--- src/hdl/adz_pkg.sv ---
`timescale 1ns / 1ps
`default_nettype none
// ============================================================================
// adz_pkg
// Shared types and constants of the axis dead-zone scaler.
// ============================================================================
package adz_pkg;

    localparam int DZ_W       = 16;
    localparam int CFG_DATA_W = 16;
    localparam int CFG_IDX_W  = 3;
    localparam int POS_W      = 8;

    localparam logic [CFG_IDX_W-1:0] REG_CENTRE   = 3'd0;
    localparam logic [CFG_IDX_W-1:0] REG_POS_SPAN = 3'd1;
    localparam logic [CFG_IDX_W-1:0] REG_NEG_SPAN = 3'd2;
    localparam logic [CFG_IDX_W-1:0] REG_INNER_DZ = 3'd3;
    localparam logic [CFG_IDX_W-1:0] REG_OUTER_DZ = 3'd4;
    localparam logic [CFG_IDX_W-1:0] REG_TRUNCATE = 3'd5;
    localparam logic [CFG_IDX_W-1:0] REG_INVERT   = 3'd6;

    localparam logic [CFG_DATA_W-1:0] RST_CENTRE   = 16'd512;
    localparam logic [CFG_DATA_W-1:0] RST_SPAN     = 16'd512;
    localparam logic [DZ_W-1:0]       RST_INNER_DZ = 16'd3277;
    localparam logic [DZ_W-1:0]       RST_OUTER_DZ = 16'd29491;

    typedef enum logic [1:0] {
        KIND_ZERO,
        KIND_FULL,
        KIND_DIV
    } t_adz_kind;

    typedef struct packed {
        logic      valid;
        logic      neg;
        t_adz_kind kind;
    } t_adz_tag;

endpackage
`default_nettype wire

--- src/hdl/adz_front.sv ---
`timescale 1ns / 1ps
`default_nettype none
// ============================================================================
// adz_front
// Centre removal, threshold products, classification and numerator scaling;
// four register stages ahead of the divider.
// ============================================================================
module adz_front
    import adz_pkg::*;
#(
    parameter int FULL_SCALE    = 127,
    parameter int SAMPLE_BITS   = 10,
    parameter int FRACTION_BITS = 15
) (
    input  wire logic                                         i_clk,
    input  wire logic                                         i_rst_n,
    input  wire logic                                         i_en,
    input  wire logic                                         i_valid,
    input  wire logic [SAMPLE_BITS-1:0]                       i_sample,
    input  wire logic [SAMPLE_BITS-1:0]                       i_centre,
    input  wire logic [SAMPLE_BITS-1:0]                       i_pos_span,
    input  wire logic [SAMPLE_BITS-1:0]                       i_neg_span,
    input  wire logic [DZ_W-1:0]                              i_inner_dz,
    input  wire logic [DZ_W-1:0]                              i_outer_dz,
    input  wire logic                                         i_truncate,
    input  wire logic                                         i_invert,
    output t_adz_tag                                          o_tag,
    output logic [SAMPLE_BITS+DZ_W+$clog2(FULL_SCALE+1)-1:0]  o_num,
    output logic [SAMPLE_BITS+DZ_W-1:0]                       o_den
);

    localparam int QB = $clog2(FULL_SCALE + 1);
    localparam int LW = SAMPLE_BITS + DZ_W;
    localparam int NW = LW + QB;
    localparam int MW = SAMPLE_BITS + QB;

    // stage 1
    logic                   r1_valid;
    logic                   r1_neg;
    logic [SAMPLE_BITS-1:0] r1_mag;
    logic [SAMPLE_BITS-1:0] r1_span;
    logic                   n1_below;
    logic [SAMPLE_BITS-1:0] n1_mag;
    logic [SAMPLE_BITS-1:0] n1_span;

    // stage 2
    logic                   r2_valid;
    logic                   r2_neg;
    logic                   r2_mag_zero;
    logic [LW-1:0]          r2_mag_q;
    logic [MW-1:0]          r2_mag_fs;
    logic [SAMPLE_BITS-1:0] r2_span;
    logic [LW-1:0]          r2_in_lim;
    logic [LW-1:0]          r2_out_lim;

    // stage 3
    t_adz_tag               r3_tag;
    logic                   r3_scale;
    logic [LW-1:0]          r3_num;
    logic [LW-1:0]          r3_den;
    t_adz_kind              n3_kind;
    logic                   n3_ovf;

    // stage 4
    t_adz_tag               r4_tag;
    logic [NW-1:0]          r4_num;
    logic [LW-1:0]          r4_den;

    always_comb begin
        n1_below = i_sample < i_centre;
        n1_mag   = n1_below ? (i_centre - i_sample) : (i_sample - i_centre);
        n1_span  = n1_below ? i_neg_span : i_pos_span;
        if (n1_span == '0) begin
            n1_span = SAMPLE_BITS'(1);
        end
    end

    always_comb begin
        n3_ovf = r2_mag_fs >= (MW'(r2_span) << QB);
        priority if (r2_mag_zero || (r2_mag_q < r2_in_lim)) begin
            n3_kind = KIND_ZERO;
        end else if (r2_mag_q >= r2_out_lim) begin
            n3_kind = KIND_FULL;
        end else if (i_truncate && n3_ovf) begin
            n3_kind = KIND_FULL;
        end else begin
            n3_kind = KIND_DIV;
        end
    end

    always_ff @(posedge i_clk) begin
        if (!i_rst_n) begin
            r1_valid <= 1'b0;
            r2_valid <= 1'b0;
            r3_tag   <= '0;
            r4_tag   <= '0;
        end else if (i_en) begin
            r1_valid <= i_valid;
            r2_valid <= r1_valid;
            r3_tag   <= '{valid: r2_valid, neg: r2_neg, kind: n3_kind};
            r4_tag   <= r3_tag;
        end
    end

    always_ff @(posedge i_clk) begin
        if (i_en) begin
            r1_neg      <= n1_below ^ i_invert;
            r1_mag      <= n1_mag;
            r1_span     <= n1_span;

            r2_neg      <= r1_neg;
            r2_mag_zero <= r1_mag == '0;
            r2_mag_q    <= LW'(r1_mag) << FRACTION_BITS;
            r2_mag_fs   <= MW'(r1_mag) * MW'(FULL_SCALE);
            r2_span     <= r1_span;
            r2_in_lim   <= LW'(i_inner_dz) * LW'(r1_span);
            r2_out_lim  <= LW'(i_outer_dz) * LW'(r1_span);

            r3_scale    <= !i_truncate;
            if (i_truncate) begin
                r3_num <= LW'(r2_mag_fs);
                r3_den <= LW'(r2_span);
            end else begin
                r3_num <= r2_mag_q - r2_in_lim;
                r3_den <= r2_out_lim - r2_in_lim;
            end

            r4_num      <= r3_scale ? (NW'(r3_num) * NW'(FULL_SCALE)) : NW'(r3_num);
            r4_den      <= r3_den;
        end
    end

    assign o_tag = r4_tag;
    assign o_num = r4_num;
    assign o_den = r4_den;

endmodule
`default_nettype wire

--- src/hdl/adz_div.sv ---
`timescale 1ns / 1ps
`default_nettype none
// ============================================================================
// adz_div
// Pipelined restoring divider, one quotient bit per register stage.
// ============================================================================
module adz_div
    import adz_pkg::*;
#(
    parameter int NW = 33,
    parameter int DW = 26,
    parameter int QB = 7
) (
    input  wire logic          i_clk,
    input  wire logic          i_rst_n,
    input  wire logic          i_en,
    input  wire t_adz_tag      i_tag,
    input  wire logic [NW-1:0] i_num,
    input  wire logic [DW-1:0] i_den,
    output t_adz_tag           o_tag,
    output logic [QB-1:0]      o_quot
);

    t_adz_tag      r_tag [0:QB-1];
    logic [NW-1:0] r_rem [0:QB-1];
    logic [DW-1:0] r_den [0:QB-1];
    logic [QB-1:0] r_quo [0:QB-1];

    for (genvar k = 0; k < QB; k++) begin : g_stage
        localparam int B = QB - 1 - k;
        t_adz_tag      w_tag;
        logic [NW-1:0] w_rem;
        logic [DW-1:0] w_den;
        logic [QB-1:0] w_quo;
        logic [NW-1:0] w_sub;

        if (k == 0) begin : g_first
            assign w_tag = i_tag;
            assign w_rem = i_num;
            assign w_den = i_den;
            assign w_quo = '0;
        end else begin : g_next
            assign w_tag = r_tag[k-1];
            assign w_rem = r_rem[k-1];
            assign w_den = r_den[k-1];
            assign w_quo = r_quo[k-1];
        end

        assign w_sub = NW'(w_den) << B;

        always_ff @(posedge i_clk) begin
            if (!i_rst_n) begin
                r_tag[k] <= '0;
            end else if (i_en) begin
                r_tag[k] <= w_tag;
            end
        end

        always_ff @(posedge i_clk) begin
            if (i_en) begin
                r_den[k] <= w_den;
                if (w_rem >= w_sub) begin
                    r_rem[k]    <= w_rem - w_sub;
                    r_quo[k]    <= w_quo | (QB'(1) << B);
                end else begin
                    r_rem[k]    <= w_rem;
                    r_quo[k]    <= w_quo;
                end
            end
        end
    end

    assign o_tag  = r_tag[QB-1];
    assign o_quot = r_quo[QB-1];

endmodule
`default_nettype wire

--- src/hdl/axis_dead_zone_scaler.sv ---
`timescale 1ns / 1ps
`default_nettype none
// ============================================================================
// axis_dead_zone_scaler
// Dead-zone calibration and scaling of one analog axis sample.
// ============================================================================
// Use:
//   s_axis carries one ADC sample per word, m_axis one signed position per
//   word. Calibration registers are written through i_cfg_we / i_cfg_idx /
//   i_cfg_data while no word is in flight.
// Path: an accepted input word reaches its output word through four front
//   stages, one divider stage per quotient bit, and the output register.
// Throughput: one word per cycle while the output is not stalled; every stage advances together.
// Reset: all stages empty, m_axis_tvalid low, s_axis_tready low while reset
//   is held, registers at their reset values (centre and spans 512, dead
//   zones 3277 and 29491, stretch mode, no inversion).
// Stall: while m_axis_tvalid is high and m_axis_tready low, the whole
//   pipeline holds and s_axis_tready is low; no word is dropped or repeated.
// ============================================================================
module axis_dead_zone_scaler
    import adz_pkg::*;
#(
    parameter int FULL_SCALE    = 127,
    parameter int SAMPLE_BITS   = 10,
    parameter int FRACTION_BITS = 15
) (
    input  wire logic                               i_clk,
    input  wire logic                               i_rst_n,
    input  wire logic                               s_axis_tvalid,
    output logic                                    s_axis_tready,
    input  wire logic [((SAMPLE_BITS+7)/8)*8-1:0]   s_axis_tdata,  // [sample]
    output logic                                    m_axis_tvalid,
    input  wire logic                               m_axis_tready,
    output logic [POS_W-1:0]                        m_axis_tdata,  // [position]
    input  wire logic                               i_cfg_we,
    input  wire logic [CFG_IDX_W-1:0]               i_cfg_idx,
    input  wire logic [CFG_DATA_W-1:0]              i_cfg_data
);

    localparam int QB = $clog2(FULL_SCALE + 1);
    localparam int LW = SAMPLE_BITS + DZ_W;
    localparam int NW = LW + QB;

    logic [SAMPLE_BITS-1:0] r_centre;
    logic [SAMPLE_BITS-1:0] r_pos_span;
    logic [SAMPLE_BITS-1:0] r_neg_span;
    logic [DZ_W-1:0]        r_inner_dz;
    logic [DZ_W-1:0]        r_outer_dz;
    logic                   r_truncate;
    logic                   r_invert;

    logic                   w_en;
    t_adz_tag               w_front_tag;
    logic [NW-1:0]          w_front_num;
    logic [LW-1:0]          w_front_den;
    t_adz_tag               w_div_tag;
    logic [QB-1:0]          w_div_quot;

    logic                   r_out_valid;
    logic [POS_W-1:0]       r_out_pos;
    logic [QB-1:0]          n_mag;
    logic [POS_W-1:0]       n_mag_w;

    assign w_en = !r_out_valid || m_axis_tready;

    always_ff @(posedge i_clk) begin
        if (!i_rst_n) begin
            r_centre   <= RST_CENTRE[SAMPLE_BITS-1:0];
            r_pos_span <= RST_SPAN[SAMPLE_BITS-1:0];
            r_neg_span <= RST_SPAN[SAMPLE_BITS-1:0];
            r_inner_dz <= RST_INNER_DZ;
            r_outer_dz <= RST_OUTER_DZ;
            r_truncate <= 1'b0;
            r_invert   <= 1'b0;
        end else if (i_cfg_we) begin
            unique case (i_cfg_idx)
                REG_CENTRE:   r_centre   <= i_cfg_data[SAMPLE_BITS-1:0];
                REG_POS_SPAN: r_pos_span <= i_cfg_data[SAMPLE_BITS-1:0];
                REG_NEG_SPAN: r_neg_span <= i_cfg_data[SAMPLE_BITS-1:0];
                REG_INNER_DZ: r_inner_dz <= i_cfg_data[DZ_W-1:0];
                REG_OUTER_DZ: r_outer_dz <= i_cfg_data[DZ_W-1:0];
                REG_TRUNCATE: r_truncate <= i_cfg_data[0];
                REG_INVERT:   r_invert   <= i_cfg_data[0];
                default: begin
                end
            endcase
        end
    end

    adz_front #(
        .FULL_SCALE    (FULL_SCALE),
        .SAMPLE_BITS   (SAMPLE_BITS),
        .FRACTION_BITS (FRACTION_BITS)
    ) u_front (
        .i_clk      (i_clk),
        .i_rst_n    (i_rst_n),
        .i_en       (w_en),
        .i_valid    (s_axis_tvalid),
        .i_sample   (s_axis_tdata[SAMPLE_BITS-1:0]),
        .i_centre   (r_centre),
        .i_pos_span (r_pos_span),
        .i_neg_span (r_neg_span),
        .i_inner_dz (r_inner_dz),
        .i_outer_dz (r_outer_dz),
        .i_truncate (r_truncate),
        .i_invert   (r_invert),
        .o_tag      (w_front_tag),
        .o_num      (w_front_num),
        .o_den      (w_front_den)
    );

    adz_div #(
        .NW (NW),
        .DW (LW),
        .QB (QB)
    ) u_div (
        .i_clk   (i_clk),
        .i_rst_n (i_rst_n),
        .i_en    (w_en),
        .i_tag   (w_front_tag),
        .i_num   (w_front_num),
        .i_den   (w_front_den),
        .o_tag   (w_div_tag),
        .o_quot  (w_div_quot)
    );

    always_comb begin
        unique case (w_div_tag.kind)
            KIND_ZERO: n_mag = '0;
            KIND_FULL: n_mag = QB'(FULL_SCALE);
            KIND_DIV:  n_mag = (w_div_quot > QB'(FULL_SCALE)) ? QB'(FULL_SCALE) : w_div_quot;
            default:   n_mag = '0;
        endcase
        n_mag_w = POS_W'(n_mag);
    end

    always_ff @(posedge i_clk) begin
        if (!i_rst_n) begin
            r_out_valid <= 1'b0;
        end else if (w_en) begin
            r_out_valid <= w_div_tag.valid;
        end
    end

    always_ff @(posedge i_clk) begin
        if (w_en) begin
            r_out_pos <= w_div_tag.neg ? (POS_W'(0) - n_mag_w) : n_mag_w;
        end
    end

    assign s_axis_tready = w_en && i_rst_n;
    assign m_axis_tvalid = r_out_valid;
    assign m_axis_tdata  = r_out_pos;

endmodule
`default_nettype wire
--- config.mk ---
export PLATFORM = sky130hd
export DESIGN_NAME = axis_dead_zone_scaler
export DESIGN_NICKNAME = d
export VERILOG_FILES = /design/src/hdl/adz_pkg.sv /design/src/hdl/adz_front.sv /design/src/hdl/adz_div.sv /design/src/hdl/axis_dead_zone_scaler.sv
export SDC_FILE = /design/constraint.sdc
export NUM_CORES = 2
export LEC_CHECK = 0
export BUFFER_PORTS_ARGS = -buffer_cell sky130_fd_sc_hd__buf_2
export CELL_PAD_IN_SITES_DETAIL_PLACEMENT = 0
export CELL_PAD_IN_SITES_GLOBAL_PLACEMENT = 1
export CORE_MARGIN = 2
export CORE_UTILIZATION = 35
export CTS_CLUSTER_SIZE = 30
export DETAILED_ROUTE_END_ITERATION = 10
export HOLD_SLACK_MARGIN = 0.02
export PLACE_DENSITY = 0.58
export SKIP_LAST_GASP = 1
export SLEW_MARGIN = 20
export SYNTH_ARGS = -nofsm -noshare
export SYNTH_HDL_FRONTEND = slang
export SYNTH_HIERARCHICAL = 1
export SYNTH_SLANG_ARGS = --single-unit
--- constraint.sdc ---
create_clock -name i_clk -period 14.5 [get_ports i_clk]
set_input_delay 2.175 -clock i_clk [delete_from_list [all_inputs] [get_ports i_clk]]
set_output_delay 2.175 -clock i_clk [all_outputs]
set_load 0.01 [all_outputs]
Yosys cells after proc, flatten, opt, wreduce, memory -nomap -nowiden. Memories as Yosys holds them, arrays and structs flattened. Cells that the tools add are included.

Bits in read-only memories: 0. Memories: 4. Bits in latches: 0. Register bits: 307. Output and inout bits: 10. Bits in writable memories: 490. Input bits: 40.

Memory list: u_div.r_rem (depth 7, bits a word 33, rd ports 6, clocked after Yosys merged registers in 0, write ports 7, line adz_div.sv:25) `logic [NW-1:0] r_rem [0:QB-1];`; u_div.r_den (depth 7, bits a word 26, rd ports 6, clocked after Yosys merged registers in 0, write ports 7, line adz_div.sv:26) `logic [DW-1:0] r_den [0:QB-1];`; u_div.r_quo (depth 7, bits a word 7, rd ports 7, clocked after Yosys merged registers in 0, write ports 7, line adz_div.sv:27) `logic [QB-1:0] r_quo [0:QB-1];`; u_div.r_tag (depth 7, bits a word 4, rd ports 7, clocked after Yosys merged registers in 0, write ports 7, line adz_div.sv:24) `t_adz_tag r_tag [0:QB-1];`.

Bitwise operators: 22. Equality and inequality tests: 8. Add/subtract/negate cells: 12. Div/mod/pow operators: 0. Muxes and demuxes: 79. Shifts and indexed selects: 0. $mul: 4. Order comparisons: 12. Reduce and logical (&&, ||, !) cells: 16.

Operators by type and width (count): 33-bit two-way mux (7); 7-bit two-way mux (9); 16-bit by 10-bit multiplier with 26-bit output (2); 1-bit two-way mux (47); 33-bit by 26-bit >= comparator with 1-bit output (1); 33-bit by 27-bit >= comparator with 1-bit output (1); 33-bit by 28-bit >= comparator with 1-bit output (1); 33-bit by 29-bit >= comparator with 1-bit output (1); 33-bit by 30-bit >= comparator with 1-bit output (1); 33-bit by 31-bit >= comparator with 1-bit output (1); 33-bit by 32-bit >= comparator with 1-bit output (1); 26-bit by 7-bit multiplier with 33-bit output, second input constant (1); 33-bit by 26-bit subtractor with 33-bit output (1); 33-bit by 27-bit subtractor with 33-bit output (1); 33-bit by 28-bit subtractor with 33-bit output (1); 33-bit by 29-bit subtractor with 33-bit output (1); 33-bit by 30-bit subtractor with 33-bit output (1); 33-bit by 31-bit subtractor with 33-bit output (1); 33-bit by 32-bit subtractor with 33-bit output (1); 10-bit two-way mux (3); 4-bit two-way mux (7); 25-bit by 26-bit >= comparator with 1-bit output (1); 25-bit by 26-bit less-than comparator with 1-bit output (1); 26-bit two-way mux (1); other kinds (24) (60).

Depth between registers and ports, before layout.
Word-level depth: 6. Gate-level depth with buffers: 22.

Hierarchy. The synthesis kept the hierarchy.

Modules (own cells, without submodules): adz_front (times used 1, seq. area each 6896.6 um^2, area an instance 27392.5 um^2, cells an instance 2710); adz_div (times used 1, seq. area each 12311.8 um^2, area an instance 23705.2 um^2, cells an instance 2171); axis_dead_zone_scaler (times used 1, seq. area each 1541.5 um^2, area an instance 3096.7 um^2, cells an instance 357).

Worst setup path after synthesis. No wires, ideal clock.

Path type: input to output. From: input m_axis_tready. To: output s_axis_tready. Data required time: 12325 ps. Arrival time: 12431 ps. Cell stages on the path: 2. Path slack: -106 ps. Cells stage by stage: nand2b_1 > and2_1.

Longest elaborated chain between the ends: 2.

RTL lines: from (decl) (line axis_dead_zone_scaler.sv:33) `input wire logic m_axis_tready,`; 1-bit logical OR (line axis_dead_zone_scaler.sv:64) `assign w_en = !r_out_valid || m_axis_tready;`; 1-bit logical AND (line axis_dead_zone_scaler.sv:151) `assign s_axis_tready = w_en && i_rst_n;`; to (decl) (line axis_dead_zone_scaler.sv:30) `output logic s_axis_tready,`.

Every way passes these cells.

Worst setup path after layout.
From: register u_front.r1_span[9]. To: register u_front.r2_in_lim[24] (data pin).

Longest elaborated chain between the ends: 1.

RTL lines: from (decl) (line adz_front.sv:41) `logic [SAMPLE_BITS-1:0] r1_span;`; from (signal assigned) (line adz_front.sv:109) `r1_span <= n1_span;`; 16-bit by 10-bit multiplier with 26-bit output (line adz_front.sv:116) `r2_in_lim <= LW'(i_inner_dz) * LW'(r1_span);`; to (signal assigned) (line adz_front.sv:116); to (decl) (line adz_front.sv:53) `logic [LW-1:0] r2_in_lim;`.

Every way passes these cells. A chain may end at the register's enable or synchronous reset.

==> out/results.md <==
| Item | Reported | Unit |
|:---|:---|:---|
| Status | completed | - |
| Final min period | 6.313 | ns |
| Class of the tightest hold or removal check | flop to flop | - |
| Setup TNS | 0 | ns |
| Number of nets at the end of the flow | 6091 | - |
| Slew Limit Headroom | 34.38 | % |
| Most area-hungry cell type in the Yosys netlist | edfxtp_1 | - |
| EDFF count, synth | 641 | - |
| Number of buffers inserted for hold repair after clock tree synthesis | 0 | - |
| Share of synthesized flip-flops with an asynchronous set or reset | 0 | % |
| Number of standard cells in the layout, taps in and fillers out | 7339 | - |
| WP data required | 14.93 | ns |
| Most frequent cells in the layout | 717 x inv_1, 641 x edfxtp_1, 480 x nand2_1 | - |
| Final weighted congestion in routability-driven placement | 0.8546 | - |
| Average wire per cell in the routed design | 17.96 | um |
| Master of the slowest instance on the critical path | o41ai_1 | - |
| Final clock skew | 0.03822 | ns |
| Number of optimization iterations in the first detailed-route pass | 7 | - |
| Most used flip-flop cell after synthesis | edfxtp_1 | - |
| Number of nets in the synthesized netlist | 6104 | - |
| Antenna violations before repair | 2 | - |
| Crit path buffers/inverters | 4 | - |
| Site row count | 144 | - |
| Register bit total from synthesis | 716 | - |
| Vias per cell | 4.891 | - |
| Number of instances in the placed design | 7182 | - |
| Number of buffers on the longest clock path | 3 | - |
| Total count of max-transition violations in the final report | 0 | - |
| Core Box Area | 0.1539 | mm^2 |
| Largest delay contributor family on the critical path | adder cells | - |
| Fraction of synthesized cell area taken by the top area cell type | 35.52 | % |
| Resize count post-CTS | 0 | - |
| GRT busiest layer | met2 | - |
| Filler instances | 15280 | - |
| Cell Chain, Critical Path | buf_4 -> nand2_1 -> fa_1 -> fa_1 -> inv_1 -> fa_1 -> fa_1 -> inv_1 -> fa_1 -> inv_1 -> ha_1 -> a21o_1 -> o41ai_1 -> nand4b_1 -> a41oi_1 -> a21oi_1 -> nand3b_1 -> a21oi_1 -> xnor2_1 | - |
| Global Route met1 Usage | 19.58 | % |
| Remaining global-route overflow | 0 | - |
| DRC violations left | 0 | - |
| IO Port Bufs | 43 | - |
| Worst Max-Slew Pin Slew | 0.9594 | ns |
| Number of warnings issued by yosys | 6 | - |
| Final worst-path cycle share | 43.54 | % |
| Most frequent CP cell | fa_1 | - |
| CTS buffer count | 85 | - |
| Global routing usage on met2 | 31.44 | % |
| Total setup violations reported at the end of the flow | 0 | - |
| Worst setup EP type | flop | - |
| Hold WS | 0.3923 | ns |
| Share of cells above drive strength 1 | 5.590 | % |
| Crit path largest cell delay | 0.55 | ns |
| Final core utilization | 38.60 | % |
| Ant diodes | 0 | - |
| Root Buffer Master | clkbuf_16 | - |
| Clock tree from TritonCTS | built | - |
| Number of DRC markers in iteration 0 | 1648 | - |
| Clock sink count | 716 | - |
| Remaining antenna violation count after routing | 0 | - |
| Die Outline Area | 0.1580 | mm^2 |
| Signed area change from the synthesized netlist to the final layout | 9.586 | % |
| Arrival time of data at the critical path endpoint | 6.75 | ns |
| Max H-tree Level | 3 | - |
| Die Y | 397.5 | um |
| Leading cell types by total area after synthesis | edfxtp_1 36%, fa_1 13%, ha_1 11% | - |
| Worst Path Class, Setup | flop to flop | - |
| Seq/Total Area, Yosys | 38.29 | % |
| All-Layer GR Usage | 16.83 | % |
| Worst Setup Start Kind | flop | - |
| Instance count of the mapped netlist | 5238 | - |
| Max Clk Rate | 158.4 | MHz |
| Post-synthesis area per instance | 10.35 | um^2 |
| Floorplan die width | 397.5 | um |
| Initial standard-cell utilization of the core | 35.22 | % |
| Highest fanout seen on the critical path | 33 | - |
| Routed via count | 35900 | - |
| Met3 track demand over resource | 1.966 | % |
| Dpl hpwl | 103900 | um |
| Maximum Capacitance Violations | 0 | - |
| Vias in the first global route | 37450 | - |
| RSZ-0062 raised after global routing | false | - |
| Post-synthesis instance area | 0.05419 | mm^2 |
| Top-level port count | 50 | - |
| CTS clk-pin slew, worst paths | 0.06 | ns |
| Number of unique standard cell types used by synthesis | 117 | - |
| Final Routed Wirelength | 131800 | um |
| First-pass GRT wire length | 209400 | um |
| Latest clock arrival within the worst-skew pair | 0.70 | ns |
| Most frequent standard cell in the layout excluding fill and tap cells | inv_1 | - |
| Postcts setup bufs | 0 | - |
| Pin count of the biggest net entering global routing | 79 | - |
| Final Hold Viols | 0 | - |
[layer usage]
layer,routed length [um],up-vias
met4,5107,0
met1,55040,17270
li1,-,17970
met5,0,-
met3,3052,215
met2,68620,440
[cells by family after synthesis]
group / Yosys count / share of synthesized area, %
and+or+nand+nor: 1377 / 12.61
AOI/OAI and AO/OA: 1066 / 12.63
buffers and inverters: 898 / 6.432
adders and majority gates: 826 / 23.99
DFF: 716 / 38.29
xor gates and xnor gates: 275 / 4.444
muxes: 80 / 1.609
[registers in the layout, indices dropped and copies added (netlist names), 26 cells and up]
name                cells
u_front/r2_in_lim      26
u_div/r_quo            28
u_front/o_num          33
u_div/r_den           156
u_div/r_rem           198
u_front/r3_num         26
u_front/o_den          26
u_front/r2_out_lim     26
u_div/r_tag            28
u_front/r3_den         26
[through the flow]
step	worst slack, ns	cell area (um^2)
after global placement	8.103	56500
after global routing	7.902	59390
after floorplan	4.669	54200
final	8.187	59390
after CTS	8.147	59390
after detailed placement	8.139	56500
[path summary, 6_finish.rpt]
| path | start | to | cells past startpoint | slack (ns) |
|---|---|---|---|---|
| hold reg to reg | u_front/r3_den[8] | u_front/o_den[8] | 0 | 0.39 |
| setup / recovery | u_front/r1_span[9] | u_front/r2_in_lim[24] | 19 | 8.19 |
| hold / removal | u_front/r3_den[8] | u_front/o_den[8] | 0 | 0.39 |
| setup reg to reg | u_front/r1_span[9] | u_front/r2_in_lim[24] | 19 | 8.19 |
[synthesized netlist by cell type (7+ instances only)]
| master | number |
|---|---|
| a2111oi_0 | 8 |
| a211o_1 | 9 |
| a211oi_1 | 27 |
| a21boi_0 | 36 |
| a21boi_1 | 15 |
| a21o_1 | 147 |
| a21oi_1 | 334 |
| a31oi_1 | 28 |
| and2_1 | 190 |
| and3_1 | 55 |
| buf_2 | 15 |
| clkbuf_1 | 143 |
| dfxtp_1 | 75 |
| edfxtp_1 | 641 |
| fa_1 | 355 |
| ha_1 | 471 |
| inv_1 | 717 |
| mux2_1 | 32 |
| mux2_2 | 25 |
| mux2i_1 | 23 |
| nand2_1 | 480 |
| nand2b_1 | 32 |
| nand3_1 | 84 |
| nand3b_1 | 7 |
| nand4_1 | 43 |
| nand4b_1 | 8 |
| nor2_1 | 258 |
| nor2b_1 | 58 |
| nor3_1 | 55 |
| nor4_1 | 22 |
| o211ai_1 | 15 |
| o21a_1 | 56 |
| o21ai_0 | 151 |
| o21ai_1 | 75 |
| o21bai_1 | 39 |
| o31a_1 | 17 |
| o31ai_1 | 15 |
| or2_2 | 12 |
| or3_1 | 13 |
| xnor2_1 | 180 |
| xor2_1 | 95 |
[cell type report]
| cell class | instances | area, um^2 | area share, % |
|---|---|---|---|
| clock buffers | 106 | 2257 | 3.801 |
| repair buffers | 78 | 480.5 | 0.8090 |
| well taps | 2044 | 2557 | 4.306 |
| clock inverters | 51 | 636.9 | 1.072 |
| flip-flops and latches | 716 | 20750 | 34.94 |
| inverters | 720 | 2703 | 4.551 |
| multi-input cells | 3624 | 30000 | 50.52 |
[worst reg2reg max path, stage by stage, from the launching register on]
cell and delay (ns):
edfxtp_1 0.32, buf_4 0.41, nand2_1 0.17, fa_1 0.52, fa_1 0.54, inv_1 0.06
fa_1 0.50, fa_1 0.54, inv_1 0.05, fa_1 0.52, inv_1 0.04, ha_1 0.34
a21o_1 0.22, o41ai_1 0.56, nand4b_1 0.22, a41oi_1 0.30, a21oi_1 0.39, nand3b_1 0.13
a21oi_1 0.17, xnor2_1 0.08
Power is left out: the tool's default activity adds up to more than one toggle a clock period on the data nets, which glitch-free logic cannot reach.
